## src/sv/tse_pkg.sv

```systemverilog
package tse_pkg;

   localparam int unsigned PACKET_BYTES = 188;
   localparam int unsigned PES_SPAN     = 14;

   localparam logic [7:0] POS_LAST       = 8'(PACKET_BYTES - 1);
   localparam logic [7:0] PAYLOAD_MAX    = 8'(PACKET_BYTES - PES_SPAN);
   localparam logic [7:0] NO_PAYLOAD     = 8'hFF;
   localparam logic [7:0] POS_PID_HI     = 8'd1;
   localparam logic [7:0] POS_PID_LO     = 8'd2;
   localparam logic [7:0] POS_HDR_FLAGS  = 8'd3;
   localparam logic [7:0] POS_ADAPT_LEN  = 8'd4;
   localparam logic [7:0] POS_ADAPT_FLG  = 8'd5;
   localparam logic [7:0] POS_PCR_FIRST  = 8'd6;
   localparam logic [7:0] POS_PCR_LAST   = 8'd11;
   localparam logic [7:0] PAYLOAD_NOADPT = 8'd4;
   localparam logic [7:0] ADAPT_HDR_LEN  = 8'd5;
   localparam logic [7:0] PCR_MIN_LEN    = 8'd7;

   localparam logic [8:0] PCR_MULT = 9'd300;

   localparam logic [7:0] SID_PSM   = 8'hBC;
   localparam logic [7:0] SID_PAD   = 8'hBE;
   localparam logic [7:0] SID_PRIV2 = 8'hBF;
   localparam logic [7:0] SID_ECM   = 8'hF0;
   localparam logic [7:0] SID_EMM   = 8'hF1;
   localparam logic [7:0] SID_DSMCC = 8'hF2;
   localparam logic [7:0] SID_H222E = 8'hF8;
   localparam logic [7:0] SID_PSD   = 8'hFF;

   typedef struct packed {
      logic [12:0] pid;
      logic        pcr_ok;
      logic [32:0] pcr_base;
      logic [8:0]  pcr_ext;
      logic        pts_ok;
      logic [32:0] pts;
   } tse_entry_type;

endpackage

```

## src/sv/tse_front.sv

```systemverilog
module tse_front import tse_pkg::*; (
   input  logic          clock,
   input  logic          reset,
   input  logic          req_tvalid,
   output logic          req_tready,
   input  logic [7:0]    req_tdata,
   input  logic          req_tuser,
   input  logic          q_full,
   output logic          q_push,
   output tse_entry_type q_entry
);

   logic [7:0]  pos_ff, pos_in;
   logic        pend_ff, pend_in;
   logic        pusi_ff;
   logic [12:0] pid_ff;
   logic [7:0]  hflags_ff;
   logic [7:0]  alen_ff;
   logic [7:0]  aflags_ff;
   logic [47:0] pcr_bytes_ff;
   logic [7:0]  ps_ff;
   logic [7:0]  pes_ff [PES_SPAN];

   logic       acc;
   logic [7:0] pos;
   logic [7:0] idx;
   logic       cap;
   logic [8:0] off;

   function automatic logic lacks_opt_hdr(input logic [7:0] sid);
      logic r;
      case (sid) inside
         SID_PSM, SID_PAD, SID_PRIV2, SID_ECM, SID_EMM, SID_DSMCC, SID_H222E, SID_PSD: r = 1'b1;
         default: r = 1'b0;
      endcase
      return r;
   endfunction

   assign req_tready = !(pend_ff && q_full);
   assign acc        = req_tvalid && req_tready;
   assign pos        = req_tuser ? 8'd0 : pos_ff;
   assign idx        = pos - ps_ff;
   assign off        = 9'(ADAPT_HDR_LEN) + {1'b0, req_tdata};
   assign cap        = (pos >= POS_ADAPT_LEN) && (ps_ff <= PAYLOAD_MAX) && (pos >= ps_ff)
                       && (idx < 8'(PES_SPAN));
   assign q_push     = pend_ff && !q_full;

   always_comb begin
      pos_in  = pos_ff;
      pend_in = pend_ff;
      if (q_push) begin
         pend_in = 1'b0;
      end
      if (acc) begin
         if (pos == POS_LAST) begin
            pos_in  = 8'd0;
            pend_in = 1'b1;
         end else begin
            pos_in = pos + 8'd1;
         end
      end
   end

   always_ff @(posedge clock) begin
      if (reset) begin
         pos_ff  <= 8'd0;
         pend_ff <= 1'b0;
      end else begin
         pos_ff  <= pos_in;
         pend_ff <= pend_in;
      end
   end

   always_ff @(posedge clock) begin
      if (acc) begin
         if (pos == POS_PID_HI) begin
            pusi_ff <= req_tdata[6];
            pid_ff  <= {req_tdata[4:0], 8'd0};
         end else if (pos == POS_PID_LO) begin
            pid_ff[7:0] <= req_tdata;
         end else if (pos == POS_HDR_FLAGS) begin
            hflags_ff <= req_tdata;
            ps_ff     <= req_tdata[5] ? NO_PAYLOAD : PAYLOAD_NOADPT;
         end else if (pos == POS_ADAPT_LEN) begin
            alen_ff <= req_tdata;
            if (hflags_ff[5]) begin
               ps_ff <= (off > 9'(PAYLOAD_MAX)) ? NO_PAYLOAD : off[7:0];
            end
         end else if (pos == POS_ADAPT_FLG) begin
            aflags_ff <= req_tdata;
         end
         if (pos >= POS_PCR_FIRST && pos <= POS_PCR_LAST) begin
            pcr_bytes_ff <= {pcr_bytes_ff[39:0], req_tdata};
         end
      end
   end

   for (genvar i = 0; i < PES_SPAN; i++) begin : g_pes
      always_ff @(posedge clock) begin
         if (acc && cap && idx[3:0] == 4'(i)) begin
            pes_ff[i] <= req_tdata;
         end
      end
   end

   always_comb begin
      q_entry.pid    = pid_ff;
      q_entry.pcr_ok = hflags_ff[5] && (alen_ff >= PCR_MIN_LEN) && aflags_ff[4];
      q_entry.pts_ok = pusi_ff && hflags_ff[4] && (ps_ff <= PAYLOAD_MAX)
                       && pes_ff[0] == 8'h00 && pes_ff[1] == 8'h00 && pes_ff[2] == 8'h01
                       && !lacks_opt_hdr(pes_ff[3])
                       && pes_ff[6][7:6] == 2'b10 && pes_ff[7][7];
      q_entry.pcr_base = q_entry.pcr_ok ? pcr_bytes_ff[47:15] : 33'd0;
      q_entry.pcr_ext  = q_entry.pcr_ok ? pcr_bytes_ff[8:0] : 9'd0;
      q_entry.pts      = q_entry.pts_ok ? {pes_ff[9][3:1], pes_ff[10], pes_ff[11][7:1],
                                           pes_ff[12], pes_ff[13][7:1]} : 33'd0;
   end

endmodule

```

## src/sv/tse_fifo.sv

```systemverilog
module tse_fifo import tse_pkg::*; #(
   parameter int DEPTH = 4
) (
   input  logic          clock,
   input  logic          reset,
   input  logic          push,
   input  tse_entry_type push_entry,
   output logic          full,
   input  logic          pop,
   output logic          head_valid,
   output tse_entry_type head_entry
);

   localparam int PTR_W = (DEPTH > 1) ? $clog2(DEPTH) : 1;
   localparam int CNT_W = $clog2(DEPTH + 1);

   tse_entry_type mem_ff [DEPTH];
   logic [PTR_W-1:0] wr_ptr_ff, wr_ptr_in;
   logic [PTR_W-1:0] rd_ptr_ff, rd_ptr_in;
   logic [CNT_W-1:0] count_ff, count_in;

   assign full       = (count_ff == CNT_W'(DEPTH));
   assign head_valid = (count_ff != '0);
   assign head_entry = mem_ff[rd_ptr_ff];

   always_comb begin
      wr_ptr_in = wr_ptr_ff;
      rd_ptr_in = rd_ptr_ff;
      count_in  = count_ff;
      if (push) begin
         wr_ptr_in = (wr_ptr_ff == PTR_W'(DEPTH - 1)) ? '0 : wr_ptr_ff + 1'b1;
      end
      if (pop) begin
         rd_ptr_in = (rd_ptr_ff == PTR_W'(DEPTH - 1)) ? '0 : rd_ptr_ff + 1'b1;
      end
      if (push && !pop) begin
         count_in = count_ff + 1'b1;
      end else if (pop && !push) begin
         count_in = count_ff - 1'b1;
      end
   end

   always_ff @(posedge clock) begin
      if (reset) begin
         wr_ptr_ff <= '0;
         rd_ptr_ff <= '0;
         count_ff  <= '0;
      end else begin
         wr_ptr_ff <= wr_ptr_in;
         rd_ptr_ff <= rd_ptr_in;
         count_ff  <= count_in;
      end
   end

   always_ff @(posedge clock) begin
      if (push) begin
         mem_ff[wr_ptr_ff] <= push_entry;
      end
   end

endmodule

```

## src/sv/tse_back.sv

```systemverilog
module tse_back import tse_pkg::*; (
   input  logic          clock,
   input  logic          reset,
   input  logic          head_valid,
   input  tse_entry_type head_entry,
   output logic          pop,
   output logic          rsp_tvalid,
   input  logic          rsp_tready,
   output logic [95:0]   rsp_tdata
);

   logic        valid_ff, valid_in;
   logic [95:0] data_ff, data_in;
   logic [41:0] pcr;

   assign pop = head_valid && (!valid_ff || rsp_tready);
   assign pcr = 42'(head_entry.pcr_base) * 42'(PCR_MULT) + 42'(head_entry.pcr_ext);

   always_comb begin
      valid_in = valid_ff;
      data_in  = {6'd0, head_entry.pts, head_entry.pts_ok, pcr, head_entry.pcr_ok,
                  head_entry.pid};
      if (rsp_tready) begin
         valid_in = 1'b0;
      end
      if (pop) begin
         valid_in = 1'b1;
      end
   end

   always_ff @(posedge clock) begin
      if (reset) begin
         valid_ff <= 1'b0;
      end else begin
         valid_ff <= valid_in;
      end
   end

   always_ff @(posedge clock) begin
      if (pop) begin
         data_ff <= data_in;
      end
   end

   assign rsp_tvalid = valid_ff;
   assign rsp_tdata  = data_ff;

endmodule

```

## src/sv/ts_timestamp_extractor_core.sv

```systemverilog
// Transport stream timestamp extractor: takes 188-byte packets one byte per transfer and, one
// transfer per packet, reports the PID, the 27 MHz PCR (base*300+extension) when the adaptation
// field carries one, and the 33-bit PTS of a PES header starting in the payload. req_tuser high
// marks byte 0 and restarts the count, dropping a partial packet; without it the count wraps after
// byte 187. The input takes one byte per clock while req_tready is high. A finished packet's
// fields go to the queue and are multiplied into the output register; up to QUEUE_DEPTH results
// wait in the queue while the output stalls, and only when it is full does req_tready drop.
module ts_timestamp_extractor_core import tse_pkg::*; #(
   parameter int QUEUE_DEPTH = 4
) (
   input  logic        clock,
   input  logic        reset,
   input  logic        req_tvalid,
   output logic        req_tready,
   input  logic [7:0]  req_tdata,   // data_byte
   input  logic        req_tuser,   // first_of_packet
   output logic        rsp_tvalid,
   input  logic        rsp_tready,
   output logic [95:0] rsp_tdata    // packet_pid, pcr_found, pcr_value, pts_found, pts_value
);

   tse_entry_type push_entry;
   tse_entry_type head_entry;
   logic          q_full;
   logic          q_push;
   logic          q_pop;
   logic          head_valid;

   tse_front u_front (
      .clock      (clock),
      .reset      (reset),
      .req_tvalid (req_tvalid),
      .req_tready (req_tready),
      .req_tdata  (req_tdata),
      .req_tuser  (req_tuser),
      .q_full     (q_full),
      .q_push     (q_push),
      .q_entry    (push_entry)
   );

   tse_fifo #(.DEPTH(QUEUE_DEPTH)) u_fifo (
      .clock      (clock),
      .reset      (reset),
      .push       (q_push),
      .push_entry (push_entry),
      .full       (q_full),
      .pop        (q_pop),
      .head_valid (head_valid),
      .head_entry (head_entry)
   );

   tse_back u_back (
      .clock      (clock),
      .reset      (reset),
      .head_valid (head_valid),
      .head_entry (head_entry),
      .pop        (q_pop),
      .rsp_tvalid (rsp_tvalid),
      .rsp_tready (rsp_tready),
      .rsp_tdata  (rsp_tdata)
   );

endmodule

```

## config.mk

```make
export PLATFORM = sky130hd
export DESIGN_NAME = ts_timestamp_extractor_core
export DESIGN_NICKNAME = d
export VERILOG_FILES = /design/src/sv/tse_pkg.sv /design/src/sv/tse_front.sv /design/src/sv/tse_fifo.sv /design/src/sv/tse_back.sv /design/src/sv/ts_timestamp_extractor_core.sv
export SDC_FILE = /design/constraint.sdc
export NUM_CORES = 1
export LEC_CHECK = 0
export BUFFER_PORTS_ARGS = -buffer_cell sky130_fd_sc_hd__clkbuf_2
export CAP_MARGIN = 20
export CORE_AREA = 2 2 211 213
export CTS_CLUSTER_SIZE = 16
export DETAILED_ROUTE_END_ITERATION = 8
export DIE_AREA = 0 0 213 215
export GPL_TIMING_DRIVEN = 0
export PLACE_DENSITY_LB_ADDON = 0.1
export RECOVER_POWER = 100
export SETUP_SLACK_MARGIN = 0.5
export SYNTH_ARGS = -nofsm -noshare
export SYNTH_HDL_FRONTEND = slang
export SYNTH_SLANG_ARGS = --single-unit
```

## constraint.sdc

```tcl
create_clock -name clock -period 14.4 [get_ports clock]
set_input_delay 2.16 -clock clock [delete_from_list [all_inputs] [get_ports clock]]
set_output_delay 2.16 -clock clock [all_outputs]
set_load 0.01 [all_outputs]
```

Word-level counts from Yosys, hierarchy flattened --
Memories as Yosys holds them, arrays and structs flattened. A register that Yosys moved wholly into a read port is not among the register bits. Cells that the tools add are included.
Operators by class: bitwise gates (word level) 4, $mul 1, magnitude comparators 8, reduce and logical (&&, ||, !) cells 72, equal/unequal tests 32, mux-type cells 92, add/sub/neg operators 8
Operator list (number):
- $mux 8 | 21
- $reduce_or 8->1 | 14
- $eq 8x8->1 const B | 9
- $mux 33 | 2
- $mux 4 | 13
- $mux 1 | 49
- $add 42x9->42 | 1
- $mul 33x7->40 const B | 1
- $logic_and 1x1->1 | 35
- $eq 4x4->1 const B | 6
- $ge 8x3->1 const B | 3
- $eq 4x3->1 const B | 4
- $eq 8x1->1 const B | 2
- $eq 8x2->1 const B | 2
- $eq 8x3->1 const B | 2
- $logic_not 8->1 | 2
- $reduce_and 5->1 | 2
- $reduce_bool 2->1 | 5
- $add 3x8->9 const A | 1
- $gt 9x8->1 const B | 1
- $mux 9 | 1
- $add 8x1->8 const B | 1
- $eq 4x2->1 const B | 2
- $ge 8x8->1 | 1
- 20 further kinds | 37
Storage, ports and cells: word-level logic and storage cells 234, memories 2, memory bits (writable) 472, flip-flop bits (word level) 196, output and inout bits 98
Memory list:
- u_fifo.mem_ff | words 4, width 90, rd ports 1, clocked after memory_dff 1, wr ports 1, RTL line tse_fifo.sv:17 | tse_entry_type mem_ff [DEPTH];
- u_front.pes_ff | words 14, width 8, rd ports 11, clocked after memory_dff 0, wr ports 1, RTL line tse_front.sv:22 | logic [7:0] pes_ff [PES_SPAN];

Logic depth before layout (Yosys ltp) --
Gate-level depths: netlist of the first run.
depth after elaboration 23, depth in mapped cells 23, depth with buffers taken out 19

Hierarchy --
Synthesis of the first run repeated with hierarchy kept, for this count alone.
Second synthesis, totals: cells, all modules 1913, area total of the unflattened synthesis 29375.7 um^2
Modules (own cells, without submodules):
- tse_fifo | instances 1, cells each 514, sequential area each 10990.5 um^2, area an instance 13519.2 um^2
- tse_back | instances 1, cells each 871, sequential area each 2722.6 um^2, area an instance 8888.5 um^2
- tse_front | instances 1, cells each 528, sequential area each 4654.5 um^2, area an instance 6967.9 um^2

Worst setup path before layout of the first run --
No wires, ideal clock.
path type input -> register, start point input rsp_tready, end point register u_fifo.count_ff[2], path slack 6027 ps, stages on the path 9, data arrival time 8303 ps, buffers on the path 0, data required time 14330 ps, cells stage by stage inv_1 -> a21oi_1 -> inv_1 -> ha_1 -> inv_1 -> fa_1 -> xor2_1 -> or3_1 -> a21oi_1
On the way: word-level cells in the longest chain between the ends 5
Ends and longest elaborated chain:
- from (decl) | RTL line ts_timestamp_extractor_core.sv:18 | input logic rsp_tready,
- $logic_or 1x1->1 * | RTL line tse_back.sv:16 | assign pop = head_valid && (!valid_ff || rsp_tready);
- $logic_and 1x1->1 * | RTL line tse_back.sv:16
- via q_pop | RTL line ts_timestamp_extractor_core.sv:26 | logic q_pop;
- $logic_not 1->1 | RTL line tse_fifo.sv:36 | if (push && !pop) begin
- $logic_and 1x1->1 | RTL line tse_fifo.sv:36
- $mux 3 or $reduce_bool 2->1 (tied branches)
- to (signal assigned) | RTL line tse_fifo.sv:51 | count_ff <= count_in;
- to (decl) | RTL line tse_fifo.sv:20 | logic [CNT_W-1:0] count_ff, count_in;
The timed path passes the listed nets; every way through them passes the cells marked *. A chain may end at the register's enable or synchronous reset.

==> results of run 1 <==
[sequential cells by signal, summed over array words and instances (netlist names), named ones only]
register              cells
u_fifo.mem_ff           360
u_back.rsp_tdata         90
u_front.pes_ff           68
u_front.pcr_bytes_ff     48
u_front.pid_ff           13
u_front.alen_ff           8
u_front.pos_ff            8
u_front.ps_ff             8
u_fifo.count_ff           3
u_fifo.rd_ptr_ff          2
u_fifo.wr_ptr_ff          2
u_front.hflags_ff         2
u_back.rsp_tvalid         1
u_front.aflags_ff         1
u_front.pend_ff           1
u_front.pusi_ff           1
[layout by cell type, fill, tap and decap left out, drive strengths merged, types with 4 or more instances in the layout]
master and instances:
edfxtp 599, clkbuf 238, inv 185, ha 139, mux4 102, and2 88, a21oi 86, nor2 80
nand2 67, fa 59, o21ai 50, xnor2 44, xor2 35, clkinv 26, nand3 22, nand4 22
nor3 19, a21o 19, dfxtp 19, nor4 16, buf 15, nor2b 13, and3 10, o21bai 8
or3 8, mux2i 8, o21a 7, a31oi 7, nand2b 6, conb 6, bufinv 6, o311a 5
and4 5, o31ai 5, o211ai 5, clkinvlp 5, or4 4
[cell families after synthesis]
family	Yosys count	synth area share [%]
buffers and inverters	248	3.34
AND/OR/NAND/NOR	375	7.00
adder cells (fa/ha/maj)	198	10.2
multiplexers	111	8.31
other	1	0.0131
XOR/XNOR	79	2.41
AO/OA/AOI/OAI	225	4.84
flip-flops	618	63.9
[path summary, 6_finish.rpt]
| path | start | slack (ns) | endpoint |
|---|---|---|---|
| max reg2reg | register | 5.32 | u_back.rsp_tdata[45]$_DFFE_PP_ |
| min | u_front.pcr_bytes_ff[9]$_DFFE_PP_ | 0.42 | u_front.pcr_bytes_ff[17]$_DFFE_PP_ |
| max | register | 5.32 | u_back.rsp_tdata[45]$_DFFE_PP_ |
| min reg2reg | u_front.pcr_bytes_ff[9]$_DFFE_PP_ | 0.42 | u_front.pcr_bytes_ff[17]$_DFFE_PP_ |
[Yosys cell counts, types with 6 or more instances]
library cell | n | share of area [%]
edfxtp_1 | 599 | 63
inv_1 | 182 | 2.4
ha_1 | 139 | 6.1
mux4_2 | 102 | 8.0
and2_1 | 87 | 1.9
a21oi_1 | 86 | 1.5
nor2_1 | 80 | 1.0
nand2_1 | 67 | 0.88
fa_1 | 59 | 4.1
o21ai_0 | 44 | 0.77
xnor2_1 | 44 | 1.3
clkbuf_1 | 42 | 0.55
xor2_1 | 35 | 1.1
nand3_1 | 22 | 0.38
nand4_1 | 21 | 0.46
a21o_1 | 19 | 0.50
dfxtp_1 | 19 | 1.3
nor3_1 | 19 | 0.33
nor4_1 | 15 | 0.33
nor2b_1 | 13 | 0.28
buf_1 | 12 | 0.16
and3_1 | 10 | 0.22
mux2i_1 | 8 | 0.28
o21bai_1 | 8 | 0.21
or3_1 | 8 | 0.17
a31oi_1 | 7 | 0.15
o21a_1 | 7 | 0.18
buf_2 | 6 | 0.10
buf_4 | 6 | 0.16
nand2b_1 | 6 | 0.13
o21ai_1 | 6 | 0.10
[worst reg2reg max path: stages (launching register included)]
cell and delay (ns):
dfxtp_1 0.44, clkbuf_1 0.69, clkbuf_1 0.79, mux4_2 0.65, ha_1 0.31, ha_1 0.32
fa_1 0.54, inv_1 0.05, fa_1 0.38, inv_1 0.06, ha_1 0.22, clkbuf_1 0.22
a21oi_1 0.30, nand2_1 0.08, o21ai_0 0.65, xor2_1 0.26, or3_1 0.41, or4_1 0.58
nor4_1 0.99, nand3_1 0.27, or3_1 0.45, xor2_1 0.14
[metal layers]
layer / up-vias / track usage [%]
met5: - / 0
met4: 0 / 8.14
met3: 87 / 2.97
met2: 418 / 45.9
met1: 7979 / 33.5
li1: 7313 / -
[final cells by class]
cell class / instances / share of cell area [%]
sequential: 618 / 57.7
multi-input combinational: 994 / 29.6
clock buffer: 67 / 4.66
tap: 592 / 2.33
inverter: 182 / 2.14
timing repair buffer: 120 / 1.42
clock inverter: 40 / 1.36
buffer: 66 / 0.864
[metrics by stage]
| step | setup slack [ns] | std cells | area [µm²] | util (%) |
|---|---|---|---|---|
| after floorplan | 6.03 | 1860 | 28800 | - |
| after global placement | 2.20 | 2554 | 30000 | 68.8 |
| after detailed placement | 6.03 | 2571 | 30300 | 69.5 |
| after CTS | 5.99 | 2678 | 32200 | 73.9 |
| after global routing | 4.74 | 2679 | 31800 | 73.0 |
| final | 5.32 | 2679 | 31800 | 73.0 |
==> flow_summary.toml, run 1 <==
[synth]
synth_cell_types = 70
syn_area_per_cell_um2 = 15.5
ys_seq_elements = 618
syn_inst = 1855
synth_edf_count = 599
synth_area_um2 = 28700
synth-async-reset-ratio_pct = 0
yosysWarnings = 0
yosysSeqAreaShare_pct = 63.9
synth_flop_cell = "edfxtp_1"

[placed_design]
hpwl_um = 37500
io_buffers = 102
routabilityCongestion = 0.851

[sta]
worst_pin_slew_ns = 3.72
rsz0062_at_grt = "false"
period_share_pct = 63.0
slew_headroom_pct = -148
clock.fmax_ghz = 0.110
min_period_ns = 9.08
fin_setup_tns_ns = 0
drv_slew = 404
setup_viol = 0
hold_slack_ns = 0.423
finalHoldViolCount = 0
finClkSkew_ns = 0.0422

[clocking]
clkTransAtPathRegs_ns = 0.06
cts_resized = 0
cts_sinks = 618
cts-htree-levels = 2
hold_buffers = 0
cts_buffers = 57
cts_tree = "built"
clockBufferDepth = 3
cts_setup_buffers = 0
ctsRootBufferMaster = "clkbuf_16"
clock_latency_ns = 0.63

[floorplanning]
io-pin-count = 111
num_rows = 77
core_um2 = 43600
start_util_pct = 65.8
die-area_um2 = 45800
die_x_um = 213
die_y_um = 215

[route]
m1WireLength_um = 23300
ant_nets = 0
avgRoutedWirePerCell_um = 21.5
dr_total_vias = 15800
highest-signal-layer = "met4"
dr_wl_met2_um = 30600
drt-pass1-iter-count = 5
wl_um = 57600
route.detailed.drc = 0
wl_met3_um = 2300
first_iter_violations = 1137
avgViaCountPerCell = 5.90

[worst_hold_path]
hold_path.class = "reg -> reg"
min_path_cells = 0

[finish]
multi_input_area_um2 = 9410
area_growth_pct = 10.8
num_antenna_cells = 0
layout.nets = 2250
drive_gt1_share_pct = 9.97
seq_area_um2 = 18400
fillCellCount = 2808

[worst_setup_path]
cp_slowest_stage_delay_ns = 0.99
endpoint_kind = "register"
crit_path_max_fanout = 10
crit_path_cell_trace = "clkbuf_1 > clkbuf_1 > mux4_2 > ha_1 > ha_1 > fa_1 > inv_1 > fa_1 > inv_1 > ha_1 > clkbuf_1 > a21oi_1 > nand2_1 > o21ai_0 > xor2_1 > or3_1 > or4_1 > nor4_1 > nand3_1 > or3_1 > xor2_1"
cp_num_cells = 21
rr_worst_depth = 21
cp.required_ns = 14.74
slowest_stage = "nor4_1"
arrival_ns = 9.41
start_kind = "register"
crit_buf_inv = 5
crit_type = "reg -> reg"
cpLargestDelayFamily = "simple AND/OR/NAND/NOR gates"

[global_routing]
grt_pass1_wl_um = 89000
track_usage_pct = 25.9
antenna_found_initial = 0
grt-ovfl-total = 0
grt_max_degree = 47
grt_pass1_vias = 16300

[flow_run]
drv_cap = 10

[status]
status = "finished, violations left"
violations = "max-capacitance violations, max-slew violations"
Power of run 1 is not shown: default switching activity piles up to over one toggle a cycle in this logic, so the estimate is an artifact.
==> run 2, diff against run 1 <==
CORE_AREA = 2 2 230 232   (was 2 2 211 213)
DIE_AREA = 0 0 232 234   (was 0 0 213 215)
clock period = 8.14 ns   (was 14.4 ns; I/O delays follow)
==> run 2 against run 1 <==
The flow still finishes with violations (max-capacitance violations, max-slew violations). Core utilization fell by 11 points. Highest routed layer unchanged. Critical endpoint unchanged. Final area rose by 0.56%. Critical path type unchanged. Sequential share of layout area fell by 0.32 points. Via count fell by 2.5%.
==> flow_summary.toml, run 2 (synthesis gave the netlist of run 1 again) <==
[clocking]
cts_resized = 16
ctsRootBufferMaster = "clkbuf_16"
cts_buffers = 60
cts-htree-levels = 2
cts_tree = "built"
hold_buffers = 0
clkTransAtPathRegs_ns = 0.06
clockBufferDepth = 3
cts_sinks = 618
cts_setup_buffers = 0
clock_latency_ns = 0.63

[sta]
setup_viol = 0
rsz0062_at_grt = "true"
finClkSkew_ns = 0.0251
finalHoldViolCount = 0
fin_setup_tns_ns = 0
period_share_pct = 91.7
slew_headroom_pct = -135
clock.fmax_ghz = 0.134
worst_pin_slew_ns = 3.52
drv_slew = 468
min_period_ns = 7.47

[route]
wl_um = 55700
ant_nets = 0
drt-pass1-iter-count = 5
first_iter_violations = 1140
dr_total_vias = 15400
avgRoutedWirePerCell_um = 20.0
avgViaCountPerCell = 5.54
route.detailed.drc = 0

[worst_hold_path]
hold_path.class = "reg -> reg"

[global_routing]
grt-ovfl-total = 0
track_usage_pct = 21.1
grt_pass1_vias = 15700
grt_max_degree = 54
grt_pass1_wl_um = 86800
antenna_found_initial = 1

[placed_design]
io_buffers = 102
hpwl_um = 37600
post-place-cells = 2664
routabilityCongestion = 0.828

[finish]
fillCellCount = 3989
layout.nets = 2251
largest_reg_flops = 360
num_antenna_cells = 0
most-common-layout-cells = "edfxtp_1 (599), inv_1 (182), clkbuf_1 (175), ha_1 (139), mux4_2 (102)"
largest_register = "u_fifo.mem_ff"
final_common_cell = "edfxtp_1"
drive_gt1_share_pct = 10.5
stdcell_count = 2778
area_growth_pct = 11.5

[worst_setup_path]
cp.required_ns = 8.49
slowest_stage = "clkbuf_1"
r2r_slack_ns = 0.67
arrival_ns = 7.82
cpMostUsedCell = "ha_1"
crit_path_max_fanout = 10
crit_type = "reg -> reg"
endpoint_kind = "register"
start_kind = "register"
crit_path_cell_trace = "clkbuf_4 > clkbuf_1 > mux4_2 > ha_1 > ha_1 > inv_1 > fa_1 > fa_1 > inv_1 > ha_1 > a21oi_1 > nand3b_1 > o311a_1 > xor2_1 > or3_1 > or4_4 > nor4_4 > nand3_1 > or3_1 > xor2_1"
cp_slowest_stage_delay_ns = 0.70

[floorplanning]
start_util_pct = 55.2
num_rows = 84
die_x_um = 232
core_um2 = 52000
die-area_um2 = 54300
io-pin-count = 111
die_y_um = 234

[flow_run]
drv_cap = 12

[status]
violations = "max-capacitance violations, max-slew violations"
status = "finished, violations left"
==> run 2: path summary, 6_finish.rpt <==
| path | start | endpoint | cells after the start |
|---|---|---|---|
| max | register | u_back.rsp_tdata[45]$_DFFE_PP_ | 20 |
| min | u_front.pcr_bytes_ff[12]$_DFFE_PP_ | u_front.pcr_bytes_ff[20]$_DFFE_PP_ | 0 |
| min reg2reg | u_front.pcr_bytes_ff[12]$_DFFE_PP_ | u_front.pcr_bytes_ff[20]$_DFFE_PP_ | 0 |
| max reg2reg | register | u_back.rsp_tdata[45]$_DFFE_PP_ | 20 |
==> run 2: routing by layer <==
metal / part of all wire, % / vias to the layer above / global-route usage (%)
met5: 0 / - / 0
met4: 2.3 / 0 / 5.67
met3: 3.5 / 81 / 2.91
met2: 52 / 268 / 37.9
met1: 42 / 7704 / 27.0
li1: - / 7346 / -
==> run 2: worst max-delay path, delay by kind of cell, from the launching register on <==
kind / cells / cell delay (ns)
AO/OA/AOI/OAI: 2 / 0.56
XOR/XNOR: 2 / 0.28
adder cells (fa/ha/maj): 5 / 1.91
buffers and inverters: 4 / 1.14
flip-flops: 1 / 0.45
multiplexers: 1 / 0.66
AND/OR/NAND/NOR: 6 / 2.19
==> run 2: layout make-up <==
cell class | instances | area, µm² | share of cell area [%]
buffer | 66 | 293 | 0.914
timing repair buffer | 118 | 445 | 1.39
multi-input combinational | 994 | 9450 | 29.5
clock inverter | 39 | 378 | 1.18
clock buffer | 73 | 1550 | 4.84
sequential | 618 | 18400 | 57.4
inverter | 182 | 683 | 2.13
tap | 688 | 861 | 2.69
==> run 2: stage by stage <==
step / hold WS, ns / utilization [%] / area, µm² / worst slack [ns]
after floorplan: 0.400 / - / 28800 / 0.706
after global placement: 0.405 / 57.9 / 30100 / -3.36
after detailed placement: 0.405 / 58.4 / 30400 / -0.194
after CTS: 0.419 / 62.2 / 32400 / 0.440
after global routing: 0.440 / 61.6 / 32000 / 0.235
final: 0.419 / 61.6 / 32000 / 0.673
Power of run 2 is left out for the same reason.
==> run 3, diff against run 2 <==
CELL_PAD_IN_SITES_DETAIL_PLACEMENT = 2   (was unset)
CELL_PAD_IN_SITES_GLOBAL_PLACEMENT = 2   (was unset)
CORE_AREA = 2 2 265 267   (was 2 2 230 232)
DIE_AREA = 0 0 267 269   (was 0 0 232 234)
==> run 3 against run 2 <==
The flow still finishes with violations (max-capacitance violations, max-slew violations). Die area up 32%. Register-to-register slack gained 0.099 ns. Sequential share of layout area decreased by 1.5 points. Cell count rose by 9.7%. Fmax increased by 1.3%. Critical endpoint is now u_back.rsp_tdata[49]$_DFFE_PP_. Largest cell class unchanged.
==> flow_summary.toml, run 3 (synthesis gave the netlist of run 1 again) <==
[worst_hold_path]
min_path_cells = 0
min_from = "u_front.pcr_bytes_ff[11]$_DFFE_PP_"
hold_path.class = "reg -> reg"
holdPathEnd = "u_front.pcr_bytes_ff[19]$_DFFE_PP_"

[finish]
num_antenna_cells = 0
layout.nets = 2264
most-common-layout-cells = "edfxtp_1 (599), inv_1 (182), clkbuf_1 (166), ha_1 (139), mux4_2 (102)"
largest_register = "u_fifo.mem_ff"
seq_area_um2 = 18400
multi_input_area_um2 = 9470
largest_reg_flops = 360
stdcell_count = 3047
area_growth_pct = 14.4
drive_gt1_share_pct = 11.9
final_common_cell = "edfxtp_1"
fillCellCount = 6641

[route]
route.detailed.drc = 0
avgViaCountPerCell = 5.40
drt-pass1-iter-count = 5
first_iter_violations = 928
ant_nets = 0
wl_um = 79100
avgRoutedWirePerCell_um = 26.0
dr_total_vias = 16500

[placed_design]
hpwl_um = 53200
post-place-cells = 2918
io_buffers = 102
routabilityCongestion = 0.802

[clocking]
hold_buffers = 0
clock_latency_ns = 0.63
cts_tree = "built"
clkTransAtPathRegs_ns = 0.07
ctsRootBufferMaster = "clkbuf_16"
clockBufferDepth = 3
cts_sinks = 618
cts-htree-levels = 3
cts_setup_buffers = 0
cts_buffers = 70

[floorplanning]
num_rows = 97
die_y_um = 269
die-area_um2 = 71800
die_x_um = 267
io-pin-count = 111
core_um2 = 69300
start_util_pct = 41.5

[global_routing]
grt-ovfl-total = 0
grt_pass1_vias = 18600
track_usage_pct = 22.4
antenna_found_initial = 0
grt_pass1_wl_um = 119000
grt_max_degree = 50

[sta]
period_share_pct = 90.5
finalHoldViolCount = 0
min_period_ns = 7.37
setup_viol = 0
clock.fmax_ghz = 0.136
worst_pin_slew_ns = 3.89
slew_headroom_pct = -159
rsz0062_at_grt = "false"
finClkSkew_ns = 0.0317
drv_slew = 473

[worst_setup_path]
crit_type = "reg -> reg"
endpoint_kind = "register"
rr_worst_depth = 20
rr_endpoint = "u_back.rsp_tdata[49]$_DFFE_PP_"
r2r_slack_ns = 0.77
cp.required_ns = 8.48
crit_path_max_fanout = 10
arrival_ns = 7.71
start_kind = "register"

[flow_run]
drv_cap = 12

[status]
status = "finished, violations left"
violations = "max-capacitance violations, max-slew violations"
run 3: changes by cell type in the layout (fill, tap and decap cells not counted), moves of 5 or more:
| cell | previous run | this run |
|---|---|---|
| bufinv_16 | 5 | 11 |
| clkbuf_1 | 175 | 166 |
| clkbuf_16 | 60 | 70 |
| clkinv_2 | 8 | 15 |
| clkinvlp_4 | 6 | 1 |
run 3: area by class of cell:
class	count	area share [%]
flip-flops and latches	618	55.9
multi-input cells	994	28.8
clock buffers	77	5.41
well taps	940	3.58
inverters	182	2.08
clock inverters	49	1.87
repair buffers	121	1.42
plain buffers	66	0.929
run 3: per-stage QoR:
stage               area [µm²]  worst slack [ns]  setup TNS, ns  util (%)  hold WS, ns
floorplan                28800             0.706              0         -        0.400
global placement         30400             -4.11        -275.69      43.9        0.401
detailed placement       30700            -0.650          -6.27      44.4        0.407
CTS                      33200             0.434              0      47.9        0.419
global route             32900             0.276              0      47.4        0.419
finish                   32900             0.771              0      47.4        0.419
run 3: how the worst max path moves through the flow:
stage                                          startpoint                              end  slack [ns]
after detailed placement                         register   u_back.rsp_tdata[55]$_DFFE_PP_       -0.65
after CTS                                        register   u_back.rsp_tdata[52]$_DFFE_PP_        0.43
after global placement                         rsp_tready  u_fifo.count_ff[2]$_SDFFE_PP0P_       -4.11
after floorplan                                rsp_tready  u_fifo.count_ff[2]$_SDFFE_PP0P_        0.71
final                                            register   u_back.rsp_tdata[49]$_DFFE_PP_        0.77
after global routing      u_fifo.count_ff[0]$_SDFFE_PP0P_   u_fifo.mem_ff[3][44]$_DFFE_PP_        0.28
run 3: repair_timing:
item                                    CTS  global route
pin swaps                                 0             1
gates resized for setup                  24            31
endpoints found under the setup margin   26            11
run 3: layer usage:
metal  wire (µm)  vias up  GRT usage, %
li1            -     7351             -
met4        2240        0          6.83
met1       32400     8648          27.3
met3        2300      123          2.69
met5           0        -             0
met2       42100      334          41.5
run 3: critical path, stage by stage, from the launching register on:
cell and delay [ns]:
dfxtp_1 0.49, buf_4 0.35, buf_4 0.34, mux4_2 0.59, ha_1 0.31, ha_1 0.33
fa_1 0.54, inv_1 0.05, fa_1 0.50, inv_1 0.04, ha_1 0.38, a21oi_1 0.34
nand3b_1 0.16, o311a_1 0.28, xor2_1 0.15, or3_1 0.42, or4_1 0.62, nor4_4 0.36
nand4_1 0.35, nor3_1 0.35, xor2_1 0.11
Power of run 3 is left out for the same reason.
